<file path="src/hdl/bba_pkg.sv">
// ----------------------------------------------------------------------------
// bba_pkg
// Shared types and constants for the buddy block allocator.
// ----------------------------------------------------------------------------
package bba_pkg;

  localparam int unsigned POOL_BYTES   = 4096;
  localparam int unsigned MIN_BLOCK    = 16;
  localparam int unsigned HEADER_BYTES = 16;
  localparam int unsigned NSLOTS       = POOL_BYTES / MIN_BLOCK;
  localparam int unsigned SLOT_W       = $clog2(NSLOTS);
  localparam int unsigned MIN_ORD      = $clog2(MIN_BLOCK);
  localparam int unsigned MAX_ORD      = $clog2(POOL_BYTES);
  localparam int unsigned LO_ORD       = (MIN_ORD > 5) ? MIN_ORD : 5;
  localparam int unsigned ORD_W        = 4;
  localparam int unsigned TORD_W       = 5;

  // item modes
  localparam logic [1:0] MODE_ALLOC  = 2'd0;
  localparam logic [1:0] MODE_FREE   = 2'd1;
  localparam logic [1:0] MODE_RESET  = 2'd2;
  localparam logic [1:0] MODE_UNUSED = 2'd3;

  // result status codes
  localparam logic [2:0] ST_OK       = 3'd0;
  localparam logic [2:0] ST_BAD_SIZE = 3'd1;
  localparam logic [2:0] ST_NO_FIT   = 3'd2;
  localparam logic [2:0] ST_BAD_PTR  = 3'd3;
  localparam logic [2:0] ST_DBL_FREE = 3'd4;

  // config register indexes
  localparam logic CFG_POOL_BASE  = 1'b0;
  localparam logic CFG_POOL_ORDER = 1'b1;

  typedef struct packed {
    logic             start;
    logic [ORD_W-1:0] ord;
    logic             free;
  } slot_t;

  typedef struct packed {
    logic              clear;
    logic [SLOT_W-1:0] rd_addr;
    logic              wr_en;
    logic [SLOT_W-1:0] wr_addr;
    slot_t             wr_data;
  } mem_req_t;

  typedef enum logic [9:0] {
    S_IDLE     = 10'b0000000001,
    S_CHECK    = 10'b0000000010,
    S_SCAN_RD  = 10'b0000000100,
    S_SCAN_EV  = 10'b0000001000,
    S_SPLIT    = 10'b0000010000,
    S_FREE_RD  = 10'b0000100000,
    S_FREE_EV  = 10'b0001000000,
    S_MERGE_RD = 10'b0010000000,
    S_MERGE_EV = 10'b0100000000,
    S_RESP     = 10'b1000000000
  } state_e;

  // number of significant bits of v (0 for v == 0)
  function automatic logic [TORD_W-1:0] bit_len(input logic [16:0] v);
    logic [TORD_W-1:0] r;
    r = '0;
    for (int i = 0; i < 17; i++) begin
      if (v[i]) begin
        r = TORD_W'(i + 1);
      end
    end
    return r;
  endfunction

endpackage

</file>
<file path="src/hdl/bba_slot_store.sv">
// ----------------------------------------------------------------------------
// bba_slot_store
// Slot header memory with per-slot valid bits; invalid slots read as reset.
// ----------------------------------------------------------------------------
module bba_slot_store (
  input  logic                           clk_i,
  input  logic                           rst_ni,
  input  bba_pkg::mem_req_t              req_i,
  input  logic [bba_pkg::ORD_W-1:0]      eff_ord_i,
  output bba_pkg::slot_t                 rd_data_o
);

  bba_pkg::slot_t                mem [bba_pkg::NSLOTS];
  logic [bba_pkg::NSLOTS-1:0]    vld_q;
  bba_pkg::slot_t                rd_q;

  always_ff @(posedge clk_i or negedge rst_ni) begin
    if (!rst_ni) begin
      vld_q <= '0;
    end else if (req_i.clear) begin
      vld_q <= '0;
    end else if (req_i.wr_en) begin
      vld_q[req_i.wr_addr] <= 1'b1;
    end
  end

  always_ff @(posedge clk_i) begin
    if (req_i.wr_en) begin
      mem[req_i.wr_addr] <= req_i.wr_data;
    end
  end

  // registered read; slot zero defaults to the whole pool, free
  always_ff @(posedge clk_i) begin
    if (vld_q[req_i.rd_addr]) begin
      rd_q <= mem[req_i.rd_addr];
    end else if (req_i.rd_addr == '0) begin
      rd_q <= '{start: 1'b1, ord: eff_ord_i, free: 1'b1};
    end else begin
      rd_q <= '0;
    end
  end

  assign rd_data_o = rd_q;

endmodule

</file>
<file path="src/hdl/buddy_block_allocator_core.sv">
// ----------------------------------------------------------------------------
// buddy_block_allocator_core
// Power-of-two buddy allocator: allocate, free with buddy merge, pool reset.
// ----------------------------------------------------------------------------
//  channel | direction | handshake                  | payload
//  --------+-----------+----------------------------+---------------------------
//  in      | in        | in_valid_i / in_stall_o    | mode_i, req_bytes_i, free_addr_i
//  out     | out       | out_valid_o / out_stall_i  | ok_o, payload_addr_o, status_o
//  cfg     | in        | cfg_valid_i / cfg_ready_o  | cfg_index_i, cfg_data_i
//
//  One item at a time through a sequencer around a slot memory with one read and
//  one write port. Allocate scans every block (up to 256) with a read and an
//  evaluate state, then splits; free reads, checks, then merges level by level.
//  Reset state is one free block over the whole pool; no clearing pass, the
//  per-slot valid bits clear at once. Config writes are taken only while idle.
//  Output is registered, so a stalled result holds while the next item is
//  already accepted.
// ----------------------------------------------------------------------------
module buddy_block_allocator_core (
  input  logic        clk_i,
  input  logic        rst_ni,
  // input items
  input  logic        in_valid_i,
  output logic        in_stall_o,
  input  logic [1:0]  mode_i,
  input  logic [15:0] req_bytes_i,
  input  logic [31:0] free_addr_i,
  // result items
  output logic        out_valid_o,
  input  logic        out_stall_i,
  output logic        ok_o,
  output logic [31:0] payload_addr_o,
  output logic [2:0]  status_o,
  // configuration writes
  input  logic        cfg_valid_i,
  output logic        cfg_ready_o,
  input  logic        cfg_index_i,
  input  logic [31:0] cfg_data_i
);

  localparam int unsigned SW = bba_pkg::SLOT_W;
  localparam int unsigned OW = bba_pkg::ORD_W;
  localparam int unsigned TORD_W_L = bba_pkg::TORD_W;

  bba_pkg::state_e   state_q, state_d;

  logic [31:0]       base_q;
  logic [OW-1:0]     pool_ord_q;
  logic [OW-1:0]     eff_ord;
  logic [SW:0]       nslots;

  // latched item
  logic [1:0]        mode_q;
  logic [15:0]       bytes_q;
  logic [31:0]       faddr_q;

  // sequencer registers
  logic [SW:0]       scan_q, scan_d;
  logic [SW-1:0]     best_q, best_d;
  logic [OW-1:0]     best_ord_q, best_ord_d;
  logic              found_q, found_d;
  logic [OW-1:0]     tord_q, tord_d;
  logic [SW-1:0]     cur_q, cur_d;
  logic [OW-1:0]     cur_ord_q, cur_ord_d;

  // pending result
  logic              res_ok_q, res_ok_d;
  logic [31:0]       res_addr_q, res_addr_d;
  logic [2:0]        res_st_q, res_st_d;

  // output register
  logic              out_vld_q;
  logic              ok_q;
  logic [31:0]       addr_q;
  logic [2:0]        st_q;

  bba_pkg::mem_req_t mreq;
  bba_pkg::slot_t    rword;

  logic              in_acc, cfg_acc, load_out;

  // CHECK-stage arithmetic
  logic [16:0]       need;
  logic [TORD_W_L-1:0] tord_c;
  logic [32:0]       lo_lim, hi_lim, off33;
  logic [SW-1:0]     fslot;

  // scan / merge arithmetic
  logic              take;
  logic [SW:0]       scan_nxt;
  logic [OW-1:0]     split_ord;
  logic [SW-1:0]     bud;

  always_comb begin
    eff_ord = pool_ord_q;
    if (pool_ord_q < OW'(bba_pkg::LO_ORD)) eff_ord = OW'(bba_pkg::LO_ORD);
    if (pool_ord_q > OW'(bba_pkg::MAX_ORD)) eff_ord = OW'(bba_pkg::MAX_ORD);
  end
  assign nslots = (SW+1)'(1) << (eff_ord - OW'(bba_pkg::MIN_ORD));

  assign in_stall_o  = (state_q != bba_pkg::S_IDLE);
  assign in_acc      = in_valid_i && !in_stall_o;
  assign cfg_ready_o = (state_q == bba_pkg::S_IDLE);
  assign cfg_acc     = cfg_valid_i && cfg_ready_o;

  // config registers
  always_ff @(posedge clk_i or negedge rst_ni) begin
    if (!rst_ni) begin
      base_q     <= '0;
      pool_ord_q <= OW'(12);
    end else if (cfg_acc) begin
      if (cfg_index_i == bba_pkg::CFG_POOL_BASE) begin
        base_q <= cfg_data_i;
      end else begin
        pool_ord_q <= cfg_data_i[OW-1:0];
      end
    end
  end

  always_ff @(posedge clk_i) begin
    if (in_acc) begin
      mode_q  <= mode_i;
      bytes_q <= req_bytes_i;
      faddr_q <= free_addr_i;
    end
  end

  // size rounding: smallest order >= MIN_ORD holding bytes + header
  assign need   = {1'b0, bytes_q} + 17'(bba_pkg::HEADER_BYTES);
  always_comb begin
    tord_c = bba_pkg::bit_len(need - 17'd1);
    if (tord_c < TORD_W_L'(bba_pkg::MIN_ORD)) tord_c = TORD_W_L'(bba_pkg::MIN_ORD);
  end

  // pointer range check
  assign lo_lim = {1'b0, base_q} + 33'(bba_pkg::HEADER_BYTES);
  assign hi_lim = {1'b0, base_q} + (33'd1 << eff_ord);
  assign off33  = {1'b0, faddr_q} - lo_lim;
  assign fslot  = off33[bba_pkg::MAX_ORD-1:bba_pkg::MIN_ORD];

  // scan step
  assign take = rword.free && (rword.ord >= tord_q)
             && (!found_q || rword.ord < best_ord_q);
  assign scan_nxt  = scan_q + ((SW+1)'(1) << (rword.ord - OW'(bba_pkg::MIN_ORD)));
  assign split_ord = best_ord_q - OW'(1);
  assign bud       = cur_q ^ (SW'(1) << (cur_ord_q - OW'(bba_pkg::MIN_ORD)));

  always_comb begin
    state_d    = state_q;
    scan_d     = scan_q;
    best_d     = best_q;
    best_ord_d = best_ord_q;
    found_d    = found_q;
    tord_d     = tord_q;
    cur_d      = cur_q;
    cur_ord_d  = cur_ord_q;
    res_ok_d   = res_ok_q;
    res_addr_d = res_addr_q;
    res_st_d   = res_st_q;
    load_out   = 1'b0;

    mreq         = '0;
    mreq.clear   = cfg_acc && (cfg_index_i == bba_pkg::CFG_POOL_ORDER);
    mreq.rd_addr = scan_q[SW-1:0];

    unique case (state_q)
      bba_pkg::S_IDLE: begin
        if (in_acc) state_d = bba_pkg::S_CHECK;
      end

      bba_pkg::S_CHECK: begin
        res_ok_d   = 1'b0;
        res_addr_d = '0;
        res_st_d   = bba_pkg::ST_BAD_PTR;
        state_d    = bba_pkg::S_RESP;
        case (mode_q)
          bba_pkg::MODE_ALLOC: begin
            if (bytes_q == '0 || tord_c > TORD_W_L'(eff_ord)) begin
              res_st_d = bba_pkg::ST_BAD_SIZE;
            end else begin
              tord_d  = tord_c[OW-1:0];
              scan_d  = '0;
              found_d = 1'b0;
              state_d = bba_pkg::S_SCAN_RD;
            end
          end
          bba_pkg::MODE_FREE: begin
            if ({1'b0, faddr_q} < lo_lim || {1'b0, faddr_q} >= hi_lim
                || off33[bba_pkg::MIN_ORD-1:0] != '0
                || {1'b0, fslot} >= nslots) begin
              res_st_d = bba_pkg::ST_BAD_PTR;
            end else begin
              cur_d   = fslot;
              state_d = bba_pkg::S_FREE_RD;
            end
          end
          bba_pkg::MODE_RESET: begin
            mreq.clear = 1'b1;
            res_ok_d   = 1'b1;
            res_st_d   = bba_pkg::ST_OK;
          end
          default: begin
            res_st_d = bba_pkg::ST_BAD_PTR;
          end
        endcase
      end

      bba_pkg::S_SCAN_RD: begin
        mreq.rd_addr = scan_q[SW-1:0];
        state_d      = bba_pkg::S_SCAN_EV;
      end

      bba_pkg::S_SCAN_EV: begin
        if (!rword.start || rword.ord < OW'(bba_pkg::MIN_ORD) || rword.ord > eff_ord) begin
          res_ok_d   = 1'b0;
          res_addr_d = '0;
          res_st_d   = bba_pkg::ST_NO_FIT;
          state_d    = bba_pkg::S_RESP;
        end else begin
          if (take) begin
            best_d     = scan_q[SW-1:0];
            best_ord_d = rword.ord;
            found_d    = 1'b1;
          end
          scan_d = scan_nxt;
          if (scan_nxt >= nslots) begin
            if (take || found_q) begin
              state_d = bba_pkg::S_SPLIT;
            end else begin
              res_ok_d   = 1'b0;
              res_addr_d = '0;
              res_st_d   = bba_pkg::ST_NO_FIT;
              state_d    = bba_pkg::S_RESP;
            end
          end else begin
            state_d = bba_pkg::S_SCAN_RD;
          end
        end
      end

      // one halving per cycle; the upper half becomes a free buddy
      bba_pkg::S_SPLIT: begin
        mreq.wr_en = 1'b1;
        if (best_ord_q > tord_q) begin
          mreq.wr_addr = best_q + (SW'(1) << (split_ord - OW'(bba_pkg::MIN_ORD)));
          mreq.wr_data = '{start: 1'b1, ord: split_ord, free: 1'b1};
          best_ord_d   = split_ord;
        end else begin
          mreq.wr_addr = best_q;
          mreq.wr_data = '{start: 1'b1, ord: tord_q, free: 1'b0};
          res_ok_d     = 1'b1;
          res_addr_d   = base_q + {{(32-SW-bba_pkg::MIN_ORD){1'b0}}, best_q,
                                   {bba_pkg::MIN_ORD{1'b0}}}
                              + 32'(bba_pkg::HEADER_BYTES);
          res_st_d     = bba_pkg::ST_OK;
          state_d      = bba_pkg::S_RESP;
        end
      end

      bba_pkg::S_FREE_RD: begin
        mreq.rd_addr = cur_q;
        state_d      = bba_pkg::S_FREE_EV;
      end

      bba_pkg::S_FREE_EV: begin
        res_ok_d   = 1'b0;
        res_addr_d = '0;
        if (!rword.start) begin
          res_st_d = bba_pkg::ST_BAD_PTR;
          state_d  = bba_pkg::S_RESP;
        end else if (rword.free) begin
          res_st_d = bba_pkg::ST_DBL_FREE;
          state_d  = bba_pkg::S_RESP;
        end else begin
          cur_ord_d = rword.ord;
          state_d   = bba_pkg::S_MERGE_RD;
        end
      end

      // read the buddy, or close out when the top order is reached
      bba_pkg::S_MERGE_RD: begin
        mreq.rd_addr = bud;
        if (cur_ord_q < eff_ord && cur_ord_q >= OW'(bba_pkg::MIN_ORD)) begin
          state_d = bba_pkg::S_MERGE_EV;
        end else begin
          mreq.wr_en   = 1'b1;
          mreq.wr_addr = cur_q;
          mreq.wr_data = '{start: 1'b1, ord: cur_ord_q, free: 1'b1};
          res_ok_d     = 1'b1;
          res_addr_d   = '0;
          res_st_d     = bba_pkg::ST_OK;
          state_d      = bba_pkg::S_RESP;
        end
      end

      bba_pkg::S_MERGE_EV: begin
        mreq.wr_en = 1'b1;
        if ({1'b0, bud} >= nslots || !rword.start || !rword.free
            || rword.ord != cur_ord_q) begin
          mreq.wr_addr = cur_q;
          mreq.wr_data = '{start: 1'b1, ord: cur_ord_q, free: 1'b1};
          res_ok_d     = 1'b1;
          res_addr_d   = '0;
          res_st_d     = bba_pkg::ST_OK;
          state_d      = bba_pkg::S_RESP;
        end else begin
          // retire the upper header; the lower one is written at the end
          mreq.wr_addr = (bud < cur_q) ? cur_q : bud;
          mreq.wr_data = '0;
          cur_d        = (bud < cur_q) ? bud : cur_q;
          cur_ord_d    = cur_ord_q + OW'(1);
          state_d      = bba_pkg::S_MERGE_RD;
        end
      end

      bba_pkg::S_RESP: begin
        if (!out_vld_q || !out_stall_i) begin
          load_out = 1'b1;
          state_d  = bba_pkg::S_IDLE;
        end
      end

      default: begin
        state_d = bba_pkg::S_IDLE;
      end
    endcase
  end

  bba_slot_store u_store (
    .clk_i     (clk_i),
    .rst_ni    (rst_ni),
    .req_i     (mreq),
    .eff_ord_i (eff_ord),
    .rd_data_o (rword)
  );

  always_ff @(posedge clk_i or negedge rst_ni) begin
    if (!rst_ni) begin
      state_q   <= bba_pkg::S_IDLE;
      out_vld_q <= 1'b0;
    end else begin
      state_q <= state_d;
      if (load_out) begin
        out_vld_q <= 1'b1;
      end else if (!out_stall_i) begin
        out_vld_q <= 1'b0;
      end
    end
  end

  always_ff @(posedge clk_i) begin
    scan_q     <= scan_d;
    best_q     <= best_d;
    best_ord_q <= best_ord_d;
    found_q    <= found_d;
    tord_q     <= tord_d;
    cur_q      <= cur_d;
    cur_ord_q  <= cur_ord_d;
    res_ok_q   <= res_ok_d;
    res_addr_q <= res_addr_d;
    res_st_q   <= res_st_d;
    if (load_out) begin
      ok_q   <= res_ok_q;
      addr_q <= res_addr_q;
      st_q   <= res_st_q;
    end
  end

  assign out_valid_o    = out_vld_q;
  assign ok_o           = ok_q;
  assign payload_addr_o = addr_q;
  assign status_o       = st_q;

endmodule

</file>
<file path="config.mk">
export PLATFORM = sky130hd
export DESIGN_NAME = buddy_block_allocator_core
export DESIGN_NICKNAME = d
export VERILOG_FILES = /design/src/hdl/bba_pkg.sv /design/src/hdl/bba_slot_store.sv /design/src/hdl/buddy_block_allocator_core.sv
export SDC_FILE = /design/constraint.sdc
export NUM_CORES = 2
export LEC_CHECK = 0
export BUFFER_PORTS_ARGS = -buffer_cell sky130_fd_sc_hd__buf_4
export CAP_MARGIN = 30
export CORE_ASPECT_RATIO = 2
export CORE_MARGIN = 2
export CORE_UTILIZATION = 55
export CTS_BUF_LIST = sky130_fd_sc_hd__clkbuf_4
export CTS_CLUSTER_SIZE = 16
export DETAILED_ROUTE_END_ITERATION = 12
export HOLD_SLACK_MARGIN = 0.1
export PLACE_DENSITY = 0.71
export SETUP_SLACK_MARGIN = 0.05
export SLEW_MARGIN = 20
export SYNTH_ARGS = -nofsm -noshare
export SYNTH_HDL_FRONTEND = slang
export SYNTH_SLANG_ARGS = --single-unit
</file>
<file path="constraint.sdc">
create_clock -name clk_i -period 23.9 [get_ports clk_i]
set_input_delay 2.39 -clock clk_i [delete_from_list [all_inputs] [get_ports clk_i]]
set_output_delay 2.39 -clock clk_i [all_outputs]
set_load 0.005 [all_outputs]
</file>
### Yosys cells after proc, flatten, opt, wreduce, memory -nomap -nowiden

Memory sizes are Yosys's and may differ from the RTL's.
Index checks and enable logic that the tools add are counted.

* bits in registers: 469
* RAM bits: 1536
* memories kept: 1

* add/sub/neg operators: 15
* order comparisons: 20
* equal/unequal tests: 34
* shift-type cells: 5
* multiplexer cells: 104
* bitwise operators: 5
* reduce and logical (&&, ||, !) cells: 50

Memory list
* u_store.mem: words 256, width 6, read ports 1, clocked after Yosys merged registers in 0, wr ports 1, line bba_slot_store.sv:13 `bba_pkg::slot_t mem [bba_pkg::NSLOTS];`

Operators with widths (number)
* $mux 256: 2
* $or 256x256->256: 1
* $mux 32: 6
* $pmux 32 s5: 1
* $mux 10: 12
* $pmux 10 s10: 1
* $mux 5: 17
* $pmux 15 s3: 1
* $mux 8: 5
* $add 32x33->33: 1
* $add 32x5->33 const B: 1
* $ge 32x33->1: 1
* $lt 32x33->1: 1
* $shl 1x4->33 const A: 1
* $add 32x12->32: 1
* $add 32x5->32 const B: 1
* $mux 4: 8
* $pmux 8 s2: 2
* $mux 14: 2
* $mux 9: 3
* $mux 3: 8
* $ne 2x2->1 const B: 12
* $mux 1: 22
* $pmux 10 s2: 1
* other kinds (69): 122

### Logic depth before layout (Yosys ltp)

* depth after elaboration: 26
* depth in mapped cells: 29
* gate-level depth less buffers: 28

### Modules after synthesis

Synthesis repeated with hierarchy kept, for this count alone.

* cell total of the unflattened synthesis: 5397
* area, all modules: 86405.4 sq um

Modules (own cells, without submodules)
* bba_slot_store: instances 1, cells an instance 3923, area an instance 71454.8 sq um, sequential area each 52650.5 sq um
* buddy_block_allocator_core: instances 1, cells an instance 1474, area an instance 14950.6 sq um, sequential area each 5984.5 sq um

### Least setup slack after synthesis

OpenSTA, ideal clock, no wires.

* path type: register -> register
* start: reg best_ord_q[1]
* end: mem u_store.mem[0][3] in the netlist's numbering (data pin)
* library setup time: 2.187 ns
* data arrival time: 12.014 ns
* path slack: 9.699 ns
* cell stages (with the launch flop): 11
* period minus slack after synthesis: 14.201 ns
* cell sequence: edfxtp_1 ha_1 nor2b_1 o21ai_0 nand2b_1 a21oi_1 a41o_1 buf_1 clkbuf_1 mux2i_1 o21ai_0

RTL lines
* from (decl): line buddy_block_allocator_core.sv:60 `logic [OW-1:0] best_ord_q, best_ord_d;`
* from (signal assigned): line buddy_block_allocator_core.sv:354 `best_ord_q <= best_ord_d;`
* to (decl): line bba_slot_store.sv:13

### Final worst setup path

* start: reg cur_ord_q[2]
* end: reg u_store.rd_q, in the netlist u_store.rd_data_o[2]

* longest elaborated chain between the ends: 7

RTL lines
* from (decl): line buddy_block_allocator_core.sv:64 `logic [OW-1:0] cur_ord_q, cur_ord_d;`
* from (signal assigned): line buddy_block_allocator_core.sv:358 `cur_ord_q <= cur_ord_d;`
* $sub 4x3->4 *: line buddy_block_allocator_core.sv:146 `assign bud = cur_q ^ (SW'(1) << (cur_ord_q - OW'(bba_pkg::MIN_ORD)));`
* $shl 1x4->8 *: line buddy_block_allocator_core.sv:146
* $xor 8x8->8 *: line buddy_block_allocator_core.sv:146
* $pmux 8 s2 *: line buddy_block_allocator_core.sv:166 `unique case (state_q)`
* $bmux 1 s8 or $logic_not 8->1 (tied branches): line bba_slot_store.sv:35, bba_slot_store.sv:37
* $mux 1 (implied by the code) or $mux 6 (tied branches): line bba_slot_store.sv:35, bba_slot_store.sv:37
* $mux 6 *: line bba_slot_store.sv:35 `if (vld_q[req_i.rd_addr]) begin`
* to (signal assigned): line bba_slot_store.sv:36 `rd_q <= mem[req_i.rd_addr];`
* to (signal assigned): line bba_slot_store.sv:38 `rd_q <= '{start: 1'b1, ord: eff_ord_i, free: 1'b1};`
* to (decl): line bba_slot_store.sv:15 `bba_pkg::slot_t rd_q;`

Every way passes the cells marked *; elsewhere a longest branch is shown, timed or not. The select of a mux whose other input is x is not followed.
A chain may end at the register's enable or synchronous reset.

==> metrics.log <==
INFO  metric initial_utilization = between 50% and 60%
INFO  metric fill_cells = around 13000
INFO  metric status = completed
INFO  metric place_worst_setup_slack = between 15 and 20 ns
INFO  metric netlist-cell-type-count = between 90 and 100
INFO  metric synthesis.area_per_instance = 11.6 µm²
INFO  metric clockBufferDepth = 4
INFO  metric routability_congestion_estimate_from_global_placement = about 1.0
INFO  metric layout-drive-gt1-share = between 10% and 20%
INFO  metric worst_skew_pair.late_latency = 1.32 ns
INFO  metric globalRouteTotalUtil = between 30% and 40%
INFO  metric timing.critical_path.slowest_stage_cell = nor4_1
INFO  metric grt_start_max_net_pins = about 220
INFO  metric portbufs = approximately 130
INFO  metric via_count = between 60000 and 70000
INFO  metric post_synth_inst_count = just under 8000
INFO  metric hpwl = a little under 200000 µm
INFO  metric ant_nets = 0
INFO  metric violation_count_after_the_first_detailed_route_iteration = 9008
INFO  metric crit_required = around 25 ns
INFO  metric finalCriticalPeriod = between 7 and 8 ns
INFO  metric detail_route.wl_per_cell = slightly below 30 µm
INFO  metric postCtsSetupBuffers = 0
INFO  metric cpPeakStageDelay = 0.91 ns
INFO  metric grt_setup_unrepaired = false
INFO  metric design.final.nets = 8186
INFO  metric yosysWarningCount = 0
INFO  metric origin_of_the_worst_min_delay_path = res_addr_q[13]
INFO  metric grt_antenna_before_repair = 18
INFO  metric ys_seq_area_share = around 66%
INFO  metric grt_first_pass_wirelength = about 440000 µm
INFO  metric first_global_vias = 66300
INFO  metric crit_path_cell_trace = inv_1 > ha_1 > and3_1 > ha_1 > nand3b_1 > a211o_1 > nand2_8 > buf_4 > buf_4 > buf_12 > nand2_1 > a32oi_1 > nor3_1 > a31oi_1 > o311ai_0 > nor4_1 > o311a_1 > nor3_1 > mux2i_1
INFO  metric max_cap_violations = 0
INFO  metric worst_ir_drop_vdd = between 40 and 50 µV
INFO  metric share_clk_of_total_power = around a third
INFO  metric netSwitchingFraction = between 20% and 30%
INFO  metric worstSetupEndpointType = flip-flop
INFO  metric worst_setup_path_startpoint = cur_ord_q[2]
INFO  metric ys_ff_latch = 2005
INFO  metric clock_tree_from_tritoncts = yes
INFO  metric placed_instance_area = around 0.092 mm²
INFO  metric cts_hold_buffers = 0
INFO  metric postLayoutSetupSlackWorst = approximately 16 ns
INFO  metric floorplan.core_area = between 0.15 and 0.2 mm²
INFO  metric report.final.slew_viol_count = 0
INFO  metric grt_overflow = 0
INFO  metric achievable-frequency = ~0.13 GHz
INFO  metric internal_power = between 0.005 and 0.006 W
INFO  metric die_height = approximately 570 µm
INFO  metric via_per_inst = 6.47
INFO  metric p_per_area = 77.9 mW/mm²
INFO  metric die_area = 0.165 mm²
INFO  metric final_hold_viol_count = 0
INFO  metric power_frac_comb = 13.1%
INFO  metric timing.critical_path.buf_inv = 4
INFO  metric post-route-util = about 60%
INFO  metric mappedNetlistArea = about 0.089 mm²
INFO  metric drt_pre_antenna_iters = 13
INFO  metric area_growth_syn_to_layout = 9.86%
INFO  metric placed_cells = around 9600
INFO  metric hp_class = flip-flop to flip-flop
INFO  metric final_area = 0.0975 mm²
INFO  metric ctsResizeCount = 0
INFO  metric worst_tran_pin_value = between 1 and 1.5 ns
INFO  metric route.final.wire_length = about 310000 µm
INFO  metric setup_viol = 0
INFO  metric power.sequential.fraction = between 50% and 60%
INFO  metric fin_setup_tns = 0 ns
INFO  metric max-slew-margin-rel = between 10% and 20%
INFO  metric synthArstFlopShare = about 15%
INFO  metric final_cells = between 10000 and 15000
INFO  metric pin_count = roughly 130
INFO  metric worst_r2r_startpoint = cur_ord_q[2]
INFO  metric worstSetupStartpointType = flip-flop
INFO  metric post-route-drc-count = 0
INFO  metric clk_transition_reported_paths = around 0.07 ns
INFO  metric clk_root_buffer_cell = clkbuf_4
INFO  metric rows = about 210
INFO  metric numClockSinks = between 2000 and 2500
INFO  metric power.net_switching = 0.00205 W
INFO  metric timing.final.crit_share = a little under a third
INFO  metric htree_levels = 5
INFO  metric setup.worst_path.class = flip-flop to flip-flop
INFO  metric synth_enable_flop_cells = between 1500 and 2000
INFO  metric fp.dieW = a little under 300 µm
INFO  metric numCtsBuffers = ~420
INFO  metric worst_path_dominant_cell_family = simple AND/OR/NAND/NOR gates
INFO  metric worstPathArrival = between 8 and 9 ns
INFO  metric top_fanout_value_on_the_critical_path = 142
INFO  metric power.static_leakage = ~35 nW
INFO  metric synthFlopType = edfxtp_1
INFO  metric timing.clock.skew = around 0.13 ns
==> cell type report <==
type / count / area (µm²) / area share [%]
sequential: 2005 / 58600 / 60.1
clock buffer: 609 / 4570 / 4.69
inverter: 85 / 319 / 0.327
multi-input combinational: 5092 / 27700 / 28.4
antenna: 23 / 57.6 / 0.0590
tap: 2100 / 2630 / 2.69
timing repair buffer: 308 / 2710 / 2.78
clock inverter: 147 / 911 / 0.934
==> registers in the layout, summed over array words and instances, names as in the netlist, 6 cells and up <==
signal / count
cur_q: 8
base_q: 32
u_store.mem: 1536
best_q: 8
u_store.rd_data_o: 6
bytes_q: 16
payload_addr_o: 32
faddr_q: 32
scan_q: 9
u_store.vld_q: 256
res_addr_q: 32
state_q: 10
==> routing by layer <==
metal	wire length [µm]	GRT usage, %
met1	93100	38.6
met4	34900	35.4
met5	38	0
met3	31400	9.26
met2	148000	61.0
==> cell usage after synthesis, types with 11 or more instances <==
library cell  instances  area share [%]
buf_4                70            0.59
xor2_1               44            0.43
nand3_1             569             3.2
buf_2               180             1.0
mux2i_1              49            0.55
nand4_1              38            0.27
a32oi_1              25            0.25
nor2b_1              24            0.17
mux4_2               18            0.46
o221ai_1             14            0.14
nor3_1               88            0.50
o22ai_1              41            0.29
or3_1                11           0.078
and3_1              136            0.96
clkbuf_1            220            0.93
nor4_1               39            0.27
ha_1                178             2.5
o211ai_1             14            0.12
o21bai_1             17            0.14
dfrtp_1             300             8.5
a211oi_1             35            0.30
and2_1               24            0.17
a221oi_1             23            0.23
a311oi_1             64            0.63
a21o_1               53            0.45
mux2_2               34            0.43
o21ai_0             362             2.0
edfxtp_1           1696              57
nand2_1            1983             8.4
a22oi_1              11           0.093
a31oi_1             128            0.90
nand2b_1             29            0.20
nor2_1              410             1.7
o31ai_1              11           0.093
buf_6                19            0.24
o311ai_0             18            0.18
inv_1                85            0.36
a21oi_1             349             2.0
xnor2_1              75            0.74
buf_1                23           0.097
==> stage by stage <==
| step | hold slack, ns | power [W] |
|---|---|---|
| floorplan | 0.400 | 0.00468 |
| global placement | 0.400 | 0.00499 |
| detailed placement | 0.405 | 0.00502 |
| CTS | 0.380 | 0.00760 |
| global route | 0.397 | 0.00790 |
| finish | 0.391 | 0.00760 |
==> layout by cell type (no fill, tap or decap), types with 124 or more instances in the layout <==
master       n
edfxtp_1  1696
buf_4      267
dfrtp_1    300
ha_1       178
a31oi_1    124
o21ai_0    357
a21oi_1    346
and3_1     134
clkbuf_4   612
nand2_1   1968
nand3_1    561
nor2_1     404
==> path summary, 6_finish.rpt <==
kind | to | slack, ns | depth (start not counted)
worst max-delay path | u_store.rd_data_o[2] | 16.36 | 19
worst min-delay path | payload_addr_o[13] | 0.39 | 0
worst max register to register | u_store.rd_data_o[2] | 16.36 | 19
worst min register to register | payload_addr_o[13] | 0.39 | 0
max in group asynchronous | u_store.vld_q[53] | 20.59 | 4
min in group asynchronous | out_valid_o | 1.02 | 1
==> worst register-to-register path: stages, from the launching register on <==
cell and delay, ns:
edfxtp_1 0.55, inv_1 0.15, ha_1 0.51, and3_1 0.27, ha_1 0.33, nand3b_1 0.09
a211o_1 0.44, nand2_8 0.45, buf_4 0.66, buf_4 0.65, buf_12 0.58, nand2_1 0.34
a32oi_1 0.39, nor3_1 0.08, a31oi_1 0.39, o311ai_0 0.30, nor4_1 0.91, o311a_1 0.24
nor3_1 0.05, mux2i_1 0.13
==> power groups by stage <==
stage               clock network [W]  registers (W)  logic (W)
finish                        0.00264        0.00397   0.000997
global route                  0.00282        0.00397    0.00111
CTS                           0.00265        0.00396   0.000986
detailed placement                  0        0.00404   0.000978
global placement                    0        0.00404   0.000955
floorplan                           0        0.00396   0.000726
==> cell families (layout without fill, tap and decap cells) <==
group / count (synthesis) / in the layout / share of synthesized area, %
flip-flops: 2005 / 2005 / 66.1
adder cells (fa/ha/maj): 183 / 183 / 2.62
XOR/XNOR: 119 / 119 / 1.17
buffers and inverters: 599 / 1149 / 3.27
multiplexers: 103 / 103 / 1.47
other: 1 / 35 / 0.00422
AO/OA/AOI/OAI: 1266 / 1266 / 8.88
AND/OR/NAND/NOR: 3409 / 3409 / 16.5
Power figures use the tool's default switching activity.
